===== src/rtl/sisiu_pkg.sv =====
// Shared types and constants for the sorted identifier set.
package sisiu_pkg;

  // Width of the position and entry count result fields
  localparam int POS_W = 11;

  typedef enum logic [1:0] {
    OP_LOOKUP,
    OP_INSERT,
    OP_REMOVE,
    OP_CLEAR
  } op_t;

  typedef enum logic [1:0] {
    EV_NONE,
    EV_INSERTED,
    EV_REMOVED,
    EV_RESET
  } ev_t;

  // Commands broadcast to every cell of the row
  typedef struct packed {
    logic capture;  // compare the entry against the key, hold the flags
    logic ins;      // open a slot at the insertion point and fill it
    logic rem;      // close the slot of the matching entry
  } cell_cmd_t;

endpackage


===== src/rtl/sisiu_cell.sv =====
// One compare-and-shift cell of the sorted identifier row.
module sisiu_cell #(
  parameter int ID_W = 32
) (
  input  logic                  clk,
  input  logic [ID_W-1:0]       key,
  input  logic                  valid,
  input  sisiu_pkg::cell_cmd_t  cmd,
  input  logic                  left_ltv,
  input  logic [ID_W-1:0]       left_entry,
  input  logic [ID_W-1:0]       right_entry,
  output logic [ID_W-1:0]       entry,
  output logic                  ltv,
  output logic                  eqv
);

  // Hold the compare flags for the current item
  always_ff @(posedge clk) begin
    if (cmd.capture) begin
      ltv <= valid && (entry < key);
      eqv <= valid && (entry == key);
    end
  end

  // Shift right on insert, left on remove, at and after the insertion point
  always_ff @(posedge clk) begin
    if (cmd.ins && !ltv) begin
      entry <= left_ltv ? key : left_entry;
    end else if (cmd.rem && !ltv) begin
      entry <= right_entry;
    end
  end

endmodule


===== config.mk =====
export PLATFORM = sky130hd
export DESIGN_NAME = sisiu_cell
export DESIGN_NICKNAME = d
export VERILOG_FILES = /design/src/rtl/sisiu_pkg.sv /design/src/rtl/sisiu_cell.sv
export SDC_FILE = /design/constraint.sdc
export NUM_CORES = 1
export LEC_CHECK = 0
export ABC_AREA = 1
export ABC_CLOCK_PERIOD_IN_PS = 3000
export BUFFER_PORTS_ARGS = -buffer_cell sky130_fd_sc_hd__clkbuf_2
export CAP_MARGIN = 10
export CORE_MARGIN = 2
export CORE_UTILIZATION = 46
export CTS_BUF_LIST = sky130_fd_sc_hd__clkbuf_8 sky130_fd_sc_hd__clkbuf_16
export CTS_CLUSTER_DIAMETER = 30
export DETAILED_ROUTE_END_ITERATION = 8
export PLACE_DENSITY_LB_ADDON = 0.25
export SETUP_SLACK_MARGIN = 0.02
export SLEW_MARGIN = 20
export SYNTH_ARGS = -nofsm -noshare
export SYNTH_HDL_FRONTEND = slang
export SYNTH_SLANG_ARGS = --single-unit

===== constraint.sdc =====
create_clock -name clk -period 3 [get_ports clk]
set_clock_uncertainty 0.15 [all_clocks]
set_input_delay 0.9 -clock clk [delete_from_list [all_inputs] [get_ports clk]]
set_output_delay 0.9 -clock clk [all_outputs]
set_load 0.01 [all_outputs]

---- Yosys cells after proc, flatten, opt, wreduce, memory -nomap -nowiden ----
Index checks and enable logic that the tools add are counted.
storage, ports and cells
  register bits after elaboration ......... 34
  bits of input ports ..................... 102
  output and inout bits ................... 34
  logic and storage cells ................. 14
operators by class
  $lt $le $gt $ge ......................... 1
  equality and inequality tests ........... 1
  multiplexer cells ....................... 3
  reduce and logical (&&, ||, !) cells .... 6
operators with widths
  kind                 count
  $mux W32             3
  $eq A32 B32 Y1       1
  $lt A32 B32 Y1       1
  $logic_and A1 B1 Y1  4
  $reduce_bool A2 Y1   1
  $logic_not A1 Y1     1

---- Longest topological paths before layout ----
Gate-level depths: netlist (run 1).
  depth in word-level cells ............... 4
  gate-level depth with buffers ........... 12
  gate-level depth less buffers ........... 12

---- Worst setup path before layout (run 1) ----
Ideal clock, no wire load.
  path kind ............................... input to register
  start point ............................. input cmd[1] (netlist bit)
  end point ............................... register entry[0], enable pin
  setup time .............................. 0.422 ns
  data arrival time ....................... 2.298 ns
  data required time ...................... 2.428 ns
  path slack .............................. 0.130 ns
  stages on the path ...................... 2
  buffers on the path ..................... 0
  cell sequence ........................... nor2_1 -> nor2_1
on the way
  longest elaborated chain between the ends .. 2
RTL lines
  what                                 line              text
  start, declared                      sisiu_cell.sv:8   input sisiu_pkg::cell_cmd_t cmd,
  $logic_and A1 B1 Y1                  sisiu_cell.sv:27  if (cmd.ins && !ltv) begin
  $reduce_bool A2 Y1 (no source line)  --
  end signal, assigned                 sisiu_cell.sv:28  entry <= left_ltv ? key : left_entry;
  end signal, assigned                 sisiu_cell.sv:30  entry <= right_entry;
  end, declared                        sisiu_cell.sv:12  output logic [ID_W-1:0] entry,
Every way passes these cells.
A chain may end at the register's enable or synchronous reset.

---- Worst setup path in the final report (run 1) ----
  start point ............................. input key[11]
  end point ............................... register ltv (data pin)
on the way
  longest elaborated chain between the ends .. 2
RTL lines
  what                  line              text
  start, declared       sisiu_cell.sv:6   input logic [ID_W-1:0] key,
  $lt A32 B32 Y1        sisiu_cell.sv:20  ltv <= valid && (entry < key);
  $logic_and A1 B1 Y1   sisiu_cell.sv:20
  end signal, assigned  sisiu_cell.sv:20
  end, declared         sisiu_cell.sv:13  output logic ltv,
Every way passes these cells.

==> results of run 1 <==
[stage by stage]
stage	area [um^2]	setup WS (ns)	util (%)	total power, mW
floorplan	2547	0.1301	-	0.8468
global placement	3296	0.6766	60.59	1.005
detailed placement	3296	0.6446	60.59	1.015
CTS	3372	0.9471	62.00	1.334
global route	3372	0.8595	62.00	1.405
finish	3372	0.9712	62.00	1.315
[cell usage after synthesis, drive strengths merged]
cell type,number
nand3,2
a21oi,12
inv,45
ha,32
nor3,3
and3,1
nand2,97
o21ai,2
nor2,42
nand4,3
a31oi,32
o21a,1
edfxtp,34
a21o,1
buf,13
o21bai,1
a211oi,1
[worst max-delay path, stage by stage]
cell,delay (ns)
clkbuf_2,0.10
inv_1,0.04
ha_1,0.30
nand4_1,0.10
nor3_1,0.25
nand2_1,0.09
nand2_1,0.08
a21oi_1,0.06
[how the worst max path moves through the flow]
| stage | startpoint | to | slack (ns) | cells past startpoint |
|---|---|---|---|---|
| after global placement | key[15] | ltv | 0.68 | 8 |
| after global routing | key[15] | ltv | 0.86 | 8 |
| final | key[11] | ltv | 0.97 | 8 |
| after CTS | key[11] | eqv | 0.95 | 7 |
| after floorplan | cmd[1] | entry[0] | 0.13 | 2 |
| after detailed placement | key[11] | eqv | 0.64 | 7 |
[cell families (layout without fill, tap and decap cells)]
family,Yosys count,after routing,share of synthesized area (%)
AO/OA/AOI/OAI,50,50,11.79
adder cells (fa/ha/maj),32,32,15.72
buffers and inverters,58,190,9.479
AND/OR/NAND/NOR,148,148,22.94
flip-flops,34,34,40.08
[cell type report]
cell class | instances | area, um^2 | share of cell area (%)
Clock buffer | 5 | 68.82 | 2.041
Clock inverter | 2 | 7.507 | 0.2226
Inverter | 45 | 168.9 | 5.009
Multi-Input combinational cell | 230 | 1292 | 38.33
Sequential cell | 34 | 1021 | 30.28
Tap cell | 72 | 90.09 | 2.672
Timing Repair Buffer | 138 | 723.2 | 21.45
[layer usage]
layer / GRT usage (%) / vias to the layer above / routed length [um]
li1: - / 1337 / -
met5: 0 / - / 0
met1: 25.62 / 1139 / 2649
met3: 4.598 / 7 / 376
met2: 37.07 / 83 / 3045
met4: 6.667 / 0 / 69
[power groups by stage]
stage	sequential, mW	combinational [mW]	clock, mW
floorplan	0.641	0.205	0
global placement	0.621	0.385	0
detailed placement	0.623	0.391	0
CTS	0.613	0.395	0.327
global route	0.618	0.448	0.338
finish	0.612	0.389	0.314
[state kept, by name (all words and copies together), names as in the netlist]
register  cells
entry        32
eqv           1
ltv           1
==> results.sh, run 1 <==
export IMPL_status="finished, final reports clean"
export IMPL_cp_end_kind="flip-flop"
export IMPL_p_leak_nw=1.826
export IMPL_gr_total_overflow=0
export IMPL_wl_mm=6.140
export IMPL_peakVddDrop_v=0.0002719
export IMPL_ys_types=21
export IMPL_synth_yosys_seq_area_share_pct=40.08
export IMPL_yosys_warnings=0
export IMPL_fin_crit_sh_pct=67.63
export IMPL_switching_share_pct=30.61
export IMPL_dieArea_um2=6149
export IMPL_ant_nets=0
export IMPL_fin_nets=588
export IMPL_critPathArrivalTime_ns=1.92
export IMPL_dp_cells=519
export IMPL_grt_usage_pct=21.05
export IMPL_seqPwrFrac_pct=46.5
export IMPL_cts_repair_resized=0
export IMPL_grt_pass1_vias=2372
export IMPL_drtPass1Iterations=4
export IMPL_cts_setup_buffers=0
export IMPL_synth_top_cell_area_share_pct=40.08
export IMPL_wl_per_cell_um=11.67
export IMPL_htreeDepth=2
export IMPL_path_class="input pin to flip-flop"
export IMPL_cts_root_buf="clkbuf_8"
export IMPL_fill_cells=488
export IMPL_routed_via_density=4.878
export IMPL_yosysTopAreaCell="edfxtp_1"
export IMPL_clk_pin_slew_ns=0.07
export IMPL_holdPathEnd="entry[21]"
export IMPL_port_buffers=135
export IMPL_grt_max_degree=47
export IMPL_num_antenna_cells=0
export IMPL_switching_power_uw=402.7
export IMPL_avgSynthCellArea_um2=7.911
export IMPL_drv_slew=0
export IMPL_ys_top_cells_by_area="edfxtp_1 (40%), ha_1 (16%), nand2_1 (14%)"
export IMPL_tritoncts="yes"
export IMPL_final_common_cell="clkbuf_2"
export IMPL_die_y_um=78.42
export IMPL_min_delay_path_depth=1
export IMPL_dp_hpwl_mm=4.798
export IMPL_final_min_clock_period_ns=2.029
export IMPL_r2r_cells=4
export IMPL_synth_area_um2=2547
export IMPL_gp_congestion=0.7578
export IMPL_die_width_um=78.42
export IMPL_fmax_mhz=492.9
export IMPL_setup_viol=0
export IMPL_p_int_uw=912.8
export IMPL_pwr_share_comb_pct=29.6
export IMPL_drv_cap=0
export IMPL_ios=136
export IMPL_first_iter_violations=77
export IMPL_hold_slack_ns=0.6932
export IMPL_core_rowCount=27
export IMPL_core_um2=5439
export IMPL_tns_ns=0
export IMPL_yosys_register_bits=34
export IMPL_hold_buffers=0
export IMPL_grt_pass1_wl_mm=10.27
export IMPL_layout_cells_non_filler=526
export IMPL_syn_inst=322
export IMPL_ff2ff_setup_slack_ns=1.23
export IMPL_syn_to_final_growth_pct=32.37
export IMPL_mostFrequentLayoutCells="clkbuf_2 (135), nand2_1 (97), inv_1 (45)"
export IMPL_initial_utilization_pct=46.84
export IMPL_hp_start="ltv"
export IMPL_regToRegStartpoint="ltv"
export IMPL_power_density_nw_per_um2=390.1
export IMPL_via_count=2566
export IMPL_cts_buffer_depth=2
export IMPL_drc=0
export IMPL_relSlewSlack_pct=60.23
export IMPL_layout_drive_gt1_share_pct=32.60
export IMPL_cts_buffers_inserted=5
export IMPL_startpoint_type="input pin"
export IMPL_cts_sink_count=34
export IMPL_worstPathRequired_ns=2.89
export IMPL_tightest_slew_ns=0.5965
export IMPL_p_clk_share_pct=23.9
export IMPL_critPathMaxFanout=3
export IMPL_clk_latency_ns=0.28
export IMPL_hold_class="flip-flop to flip-flop"
export IMPL_synth_fp_nets=456
export IMPL_antenna_found_initial=0
export IMPL_r2r_end="entry[29]"
export IMPL_hold_viol=0
export IMPL_rsz0062_at_grt="no"
Power figures use the tool's default switching activity.
==> inputs of run 2 (changes only) <==
ABC_AREA = 0   (was 1)
ABC_CLOCK_PERIOD_IN_PS = 1900   (was 3000)
clock period = 1.9 ns   (was 3 ns; I/O delays follow)
==> results.sh, run 2 <==
export IMPL_status="finished, final reports clean"
export IMPL_p_leak_nw=1.941
export IMPL_placed_cell_area_um2=3527
export IMPL_top_layer="met4"
export IMPL_peakVddDrop_v=0.0004215
export IMPL_startpoint_type="input pin"
export IMPL_synth_top_cell_area_share_pct=40.12
export IMPL_yosys_register_bits=34
export IMPL_m1WireLength_mm=2.567
export IMPL_tns_ns=0
export IMPL_hold_slack_ns=0.3737
export IMPL_cpMaxStageDelayCell="ha_1"
export IMPL_r2r_cells=6
export IMPL_cp_cell_sequence="clkbuf_2, inv_1, ha_1, nand4_1, buf_4, nor2_1, a2bb2oi_1, nand4b_1, a211oi_2"
export IMPL_regToRegStartpoint="entry[11]"
export IMPL_num_antenna_cells=0
export IMPL_die_y_um=78.38
export IMPL_relSlewSlack_pct=82.67
export IMPL_wl_met2_mm=3.316
export IMPL_htreeDepth=2
export IMPL_grt_usage_pct=20.90
export IMPL_final_common_cell="clkbuf_2"
export IMPL_fmax_mhz=533.1
export IMPL_clk_pin_slew_ns=0.06
export IMPL_critPathArrivalTime_ns=1.75
export IMPL_mostFrequentLayoutCells="clkbuf_2 (134), nand2_1 (37), edfxtp_1 (34)"
export IMPL_yosysMostFrequentCell="nand2_1"
export IMPL_drv_cap=0
export IMPL_ys_types=29
export IMPL_tritoncts="yes"
export IMPL_ys_top_cells_by_area="edfxtp_1 (40%), ha_1 (16%), mux2i_1 (13%)"
export IMPL_r2r_end="ltv"
export IMPL_cts_sink_count=34
export IMPL_synth_main_ff_cell="edfxtp_1"
export IMPL_syn_inst=257
export IMPL_antenna_found_initial=0
export IMPL_dieArea_um2=6143
export IMPL_holdPathEnd="eqv"
export IMPL_ios=136
export IMPL_ant_nets=0
export IMPL_layout_cells_non_filler=485
export IMPL_synth_fp_nets=391
export IMPL_synth_area_um2=2545
export IMPL_cts_buffer_depth=2
export IMPL_dp_hpwl_mm=4.993
export IMPL_rsz0062_at_grt="yes"
export IMPL_clk_latency_ns=0.28
export IMPL_multi_input_comb_area_um2=1466
export IMPL_fin_crit_sh_pct=98.73
export IMPL_min_delay_path_depth=1
export IMPL_cp_end_kind="flip-flop"
export IMPL_grt_pass1_wl_mm=10.14
export IMPL_yosys_warnings=0
export IMPL_synth_yosys_seq_area_share_pct=40.12
export IMPL_hold_class="input pin to flip-flop"
export IMPL_drv_slew=0
export IMPL_synth_edf_count=34
export IMPL_final_min_clock_period_ns=1.876
export IMPL_cp_buffers_inverters=3
export IMPL_seq_area_um2=1021
export IMPL_drtPass1Iterations=4
export IMPL_gp_congestion=0.7278
export IMPL_syn_to_final_growth_pct=45.03
export IMPL_die_width_um=78.38
export IMPL_cp_top_family="simple AND/OR/NAND/NOR gates"
export IMPL_yosysTopAreaCell="edfxtp_1"
export IMPL_tightest_slew_ns=0.2592
export IMPL_core_rowCount=27
export IMPL_fill_cells=482
export IMPL_slowest_delay_ns=0.29
export IMPL_finalInstanceArea_um2=3691
export IMPL_worstPathRequired_ns=1.78
export IMPL_dp_cells=475
export IMPL_layout_drive_gt1_share_pct=45.76
export IMPL_initial_utilization_pct=46.79
export IMPL_via_count=2399
export IMPL_wl_per_cell_um=13.04
export IMPL_routed_via_density=4.946
export IMPL_fin_nets=547
export IMPL_cts_root_buf="clkbuf_8"
export IMPL_first_iter_violations=74
export IMPL_hp_start="cmd[2]"
export IMPL_regMostFlops="entry"
export IMPL_avgSynthCellArea_um2=9.902
export IMPL_port_buffers=135
export IMPL_reg_largest_list="entry x32, eqv x1, ltv x1"
export IMPL_path_class="input pin to flip-flop"
export IMPL_ff2ff_setup_slack_ns=0.03
export IMPL_hold_viol=0
export IMPL_critPathMaxFanout=4
export IMPL_gr_total_overflow=0
export IMPL_grt_pass1_vias=2377
export IMPL_drc=0
export IMPL_hold_buffers=0
export IMPL_core_um2=5439
export IMPL_cts_buffers_inserted=5
export IMPL_async_flop_share_pct=0
export IMPL_largest_register_ffs=32
export IMPL_grt_max_degree=39
export IMPL_power_density_nw_per_um2=595.2
export IMPL_synth_cells_most_frequent="nand2_1 (38), edfxtp_1 (34), ha_1 (32), inv_1 (32), mux2i_1 (32)"
export IMPL_wl_met3_um=367
export IMPL_setup_viol=0
export IMPL_wl_mm=6.322
run 2: changes by cell type after synthesis, sizes merged, moves of 3 or more:
cell   change
a31oi     -32
buf        -4
inv       -13
mux2i     +32
nand2     -59
nand4      +4
nor2      -37
nor3       -3
nor4       +4
o21ai     +33
run 2: metrics by stage:
stage	total power [mW]	setup slack [ns]	util [%]
2_1_floorplan	1.372	-0.03312	-
3_3_place_gp	1.667	-0.3138	64.85
3_5_place_dp	1.692	-0.3255	64.85
4_1_cts	2.203	0.01318	66.69
5_1_grt	2.339	-0.1196	67.86
6_report	2.197	0.02405	67.86
run 2: area by class of cell:
class                           count  share of cell area [%]
Multi-Input combinational cell    180                   39.73
Sequential cell                    34                   27.66
Timing Repair Buffer              160                   24.58
Inverter                           32                   3.525
Tap cell                           72                   2.441
Clock buffer                        5                   1.864
Clock inverter                      2                  0.2034
run 2: worst max path at each step:
stage	start	to	slack, ns	depth (start not counted)
after CTS	entry[5]	ltv	0.01	6
final	key[31]	ltv	0.02	9
after global routing	entry[25]	ltv	-0.12	7
after floorplan	key[5]	ltv	-0.03	7
after detailed placement	key[13]	ltv	-0.33	8
after global placement	key[17]	ltv	-0.31	9
run 2: where the power goes:
part,switching [mW],internal [mW],leakage [nW]
combinational,0.363,0.367,1.56
clock,0.252,0.241,0.0466
sequential,0.0473,0.926,0.334
total,0.663,1.53,1.94
run 2: cells by family (layout without fill, tap and decap cells):
kind of cell    Yosys count  count (layout)  share of synthesized area, %
buf+inv                  43             199                         7.178
flops                    34              34                         40.12
compound gates           57              57                         12.78
simple gates             59              59                         11.60
fa+ha+maj                32              32                         15.73
mux                      32              32                         12.59
run 2: repair_timing:
item                                    4_1_cts  5_1_grt
pin swaps                                     6        4
endpoints found under the setup margin        1        2
buffers inserted                              2        1
resized for setup                             2        7
run 2: layer usage:
layer | vias up | track usage, %
met5 | - | 0
met3 | 6 | 5.287
met1 | 1090 | 23.58
met4 | 0 | 6.140
li1 | 1229 | -
met2 | 74 | 38.71
==> inputs of run 3 (changes only) <==
ABC_CLOCK_PERIOD_IN_PS = 2200   (was 1900)
CORE_UTILIZATION = 49   (was 46)
clock period = 2.2 ns   (was 1.9 ns; I/O delays follow)
==> results.sh, run 3 (synthesized netlist as in run 2, its figures left out) <==
export IMPL_status="finished, final reports clean"
export IMPL_ant_nets=0
export IMPL_final_min_clock_period_ns=2.085
export IMPL_antenna_found_initial=0
export IMPL_cts_root_buf="clkbuf_8"
export IMPL_core_rowCount=26
export IMPL_layout_drive_gt1_share_pct=40.00
export IMPL_drv_cap=0
export IMPL_cts_setup_buffers=0
export IMPL_htreeDepth=2
export IMPL_tritoncts="yes"
export IMPL_die_width_um=76.07
export IMPL_wl_per_cell_um=12.83
export IMPL_cp_end_kind="flip-flop"
export IMPL_via_count=2365
export IMPL_fin_nets=534
export IMPL_cts_repair_resized=0
export IMPL_ff2ff_setup_slack_ns=0.22
export IMPL_dp_hpwl_mm=4.804
export IMPL_routed_via_density=5.032
export IMPL_syn_to_final_growth_pct=35.94
export IMPL_cts_buffer_depth=2
export IMPL_utilization_pct=68.17
export IMPL_grt_usage_pct=21.73
export IMPL_peakVddDrop_v=0.0003298
export IMPL_clk_pin_slew_ns=0.06
export IMPL_path_class="input pin to flip-flop"
export IMPL_power_mw=1.828
export IMPL_gr_total_overflow=0
export IMPL_hold_slack_ns=0.4702
export IMPL_initial_utilization_pct=50.15
export IMPL_tightest_slew_ns=0.4277
export IMPL_wl_mm=6.029
export IMPL_startpoint_type="input pin"
export IMPL_largest_register_ffs=32
export IMPL_cts_buffers_inserted=5
export IMPL_hold_viol=0
export IMPL_num_antenna_cells=0
export IMPL_reg_largest_list="entry x32, eqv x1, ltv x1"
export IMPL_drtPass1Iterations=4
export IMPL_fmax_mhz=479.6
export IMPL_critPathMaxFanout=3
export IMPL_ios=136
export IMPL_dieArea_um2=5786
export IMPL_regMostFlops="entry"
export IMPL_grt_pass1_wl_mm=10.24
export IMPL_fin_crit_sh_pct=94.77
export IMPL_cp_cell_sequence="clkbuf_2, inv_1, ha_1, nand4_2, nor4_2, o21ai_1, o211ai_1, a211oi_2"
export IMPL_rsz0062_at_grt="no"
export IMPL_core_um2=5075
export IMPL_power_density_nw_per_um2=528.5
export IMPL_cts_sink_count=34
export IMPL_cpMaxStageDelayCell="ha_1"
export IMPL_drc=0
export IMPL_mostFrequentLayoutCells="clkbuf_2 (135), nand2_1 (38), inv_1 (34), edfxtp_1 (34)"
export IMPL_port_buffers=135
export IMPL_setup_viol=0
export IMPL_grt_pass1_vias=2281
export IMPL_drv_slew=0
export IMPL_slowest_delay_ns=0.32
export IMPL_p_leak_nw=1.876
export IMPL_tns_ns=0
export IMPL_final_common_cell="clkbuf_2"
export IMPL_die_y_um=76.07
export IMPL_worstPathRequired_ns=2.07
export IMPL_hold_buffers=0
export IMPL_grt_max_degree=33
export IMPL_critPathArrivalTime_ns=1.95
export IMPL_first_iter_violations=82
export IMPL_clk_latency_ns=0.28
export IMPL_relSlewSlack_pct=71.49
export IMPL_hold_class="input pin to flip-flop"
export IMPL_gp_congestion=0.8073
-- run 3: power breakdown --
part | internal, mW | switching, mW | leakage, nW
logic | 0.272 | 0.295 | 1.50
clock network | 0.209 | 0.220 | 0.0466
registers | 0.799 | 0.0332 | 0.334
total | 1.28 | 0.549 | 1.88
-- run 3: routing by layer --
| layer | part of all wire (%) | track usage (%) | up-vias |
|---|---|---|---|
| met5 | 0 | 0 | - |
| met2 | 49 | 38.21 | 90 |
| met4 | 2.1 | 7.273 | 0 |
| li1 | - | - | 1212 |
| met3 | 5.2 | 3.910 | 13 |
| met1 | 44 | 27.02 | 1050 |
-- run 3: stage by stage --
step / setup slack (ns) / cells / cell area [um^2]
floorplan: 0.1143 / 257 / 2547
global placement: -0.09564 / 463 / 3383
detailed placement: -0.1488 / 463 / 3383
CTS: 0.1289 / 470 / 3460
global route: 0.03346 / 470 / 3460
finish: 0.1150 / 470 / 3460
-- run 3: path summary, 6_finish.rpt --
check              to       from  cells after the start
hold reg to reg   ltv  entry[31]                      3
setup / recovery  ltv    key[15]                      8
hold / removal    eqv     cmd[2]                      1
setup reg to reg  ltv   entry[7]                      6
-- run 3: worst max-delay path, delay by kind of cell --
kind                     cells  cell delay [ns]
AO/OA/AOI/OAI                3             0.38
adder cells (fa/ha/maj)      1             0.32
buffers and inverters        2             0.14
AND/OR/NAND/NOR              2             0.45
-- run 3: layout make-up --
class / count / area, um^2
multi-input cells: 180 / 1351
well taps: 70 / 87.58
flip-flops and latches: 34 / 1021
clock inverters: 2 / 7.507
inverters: 32 / 120.1
fillers: 423 / 1615
repair buffers: 147 / 803.3
clock buffers: 5 / 68.82
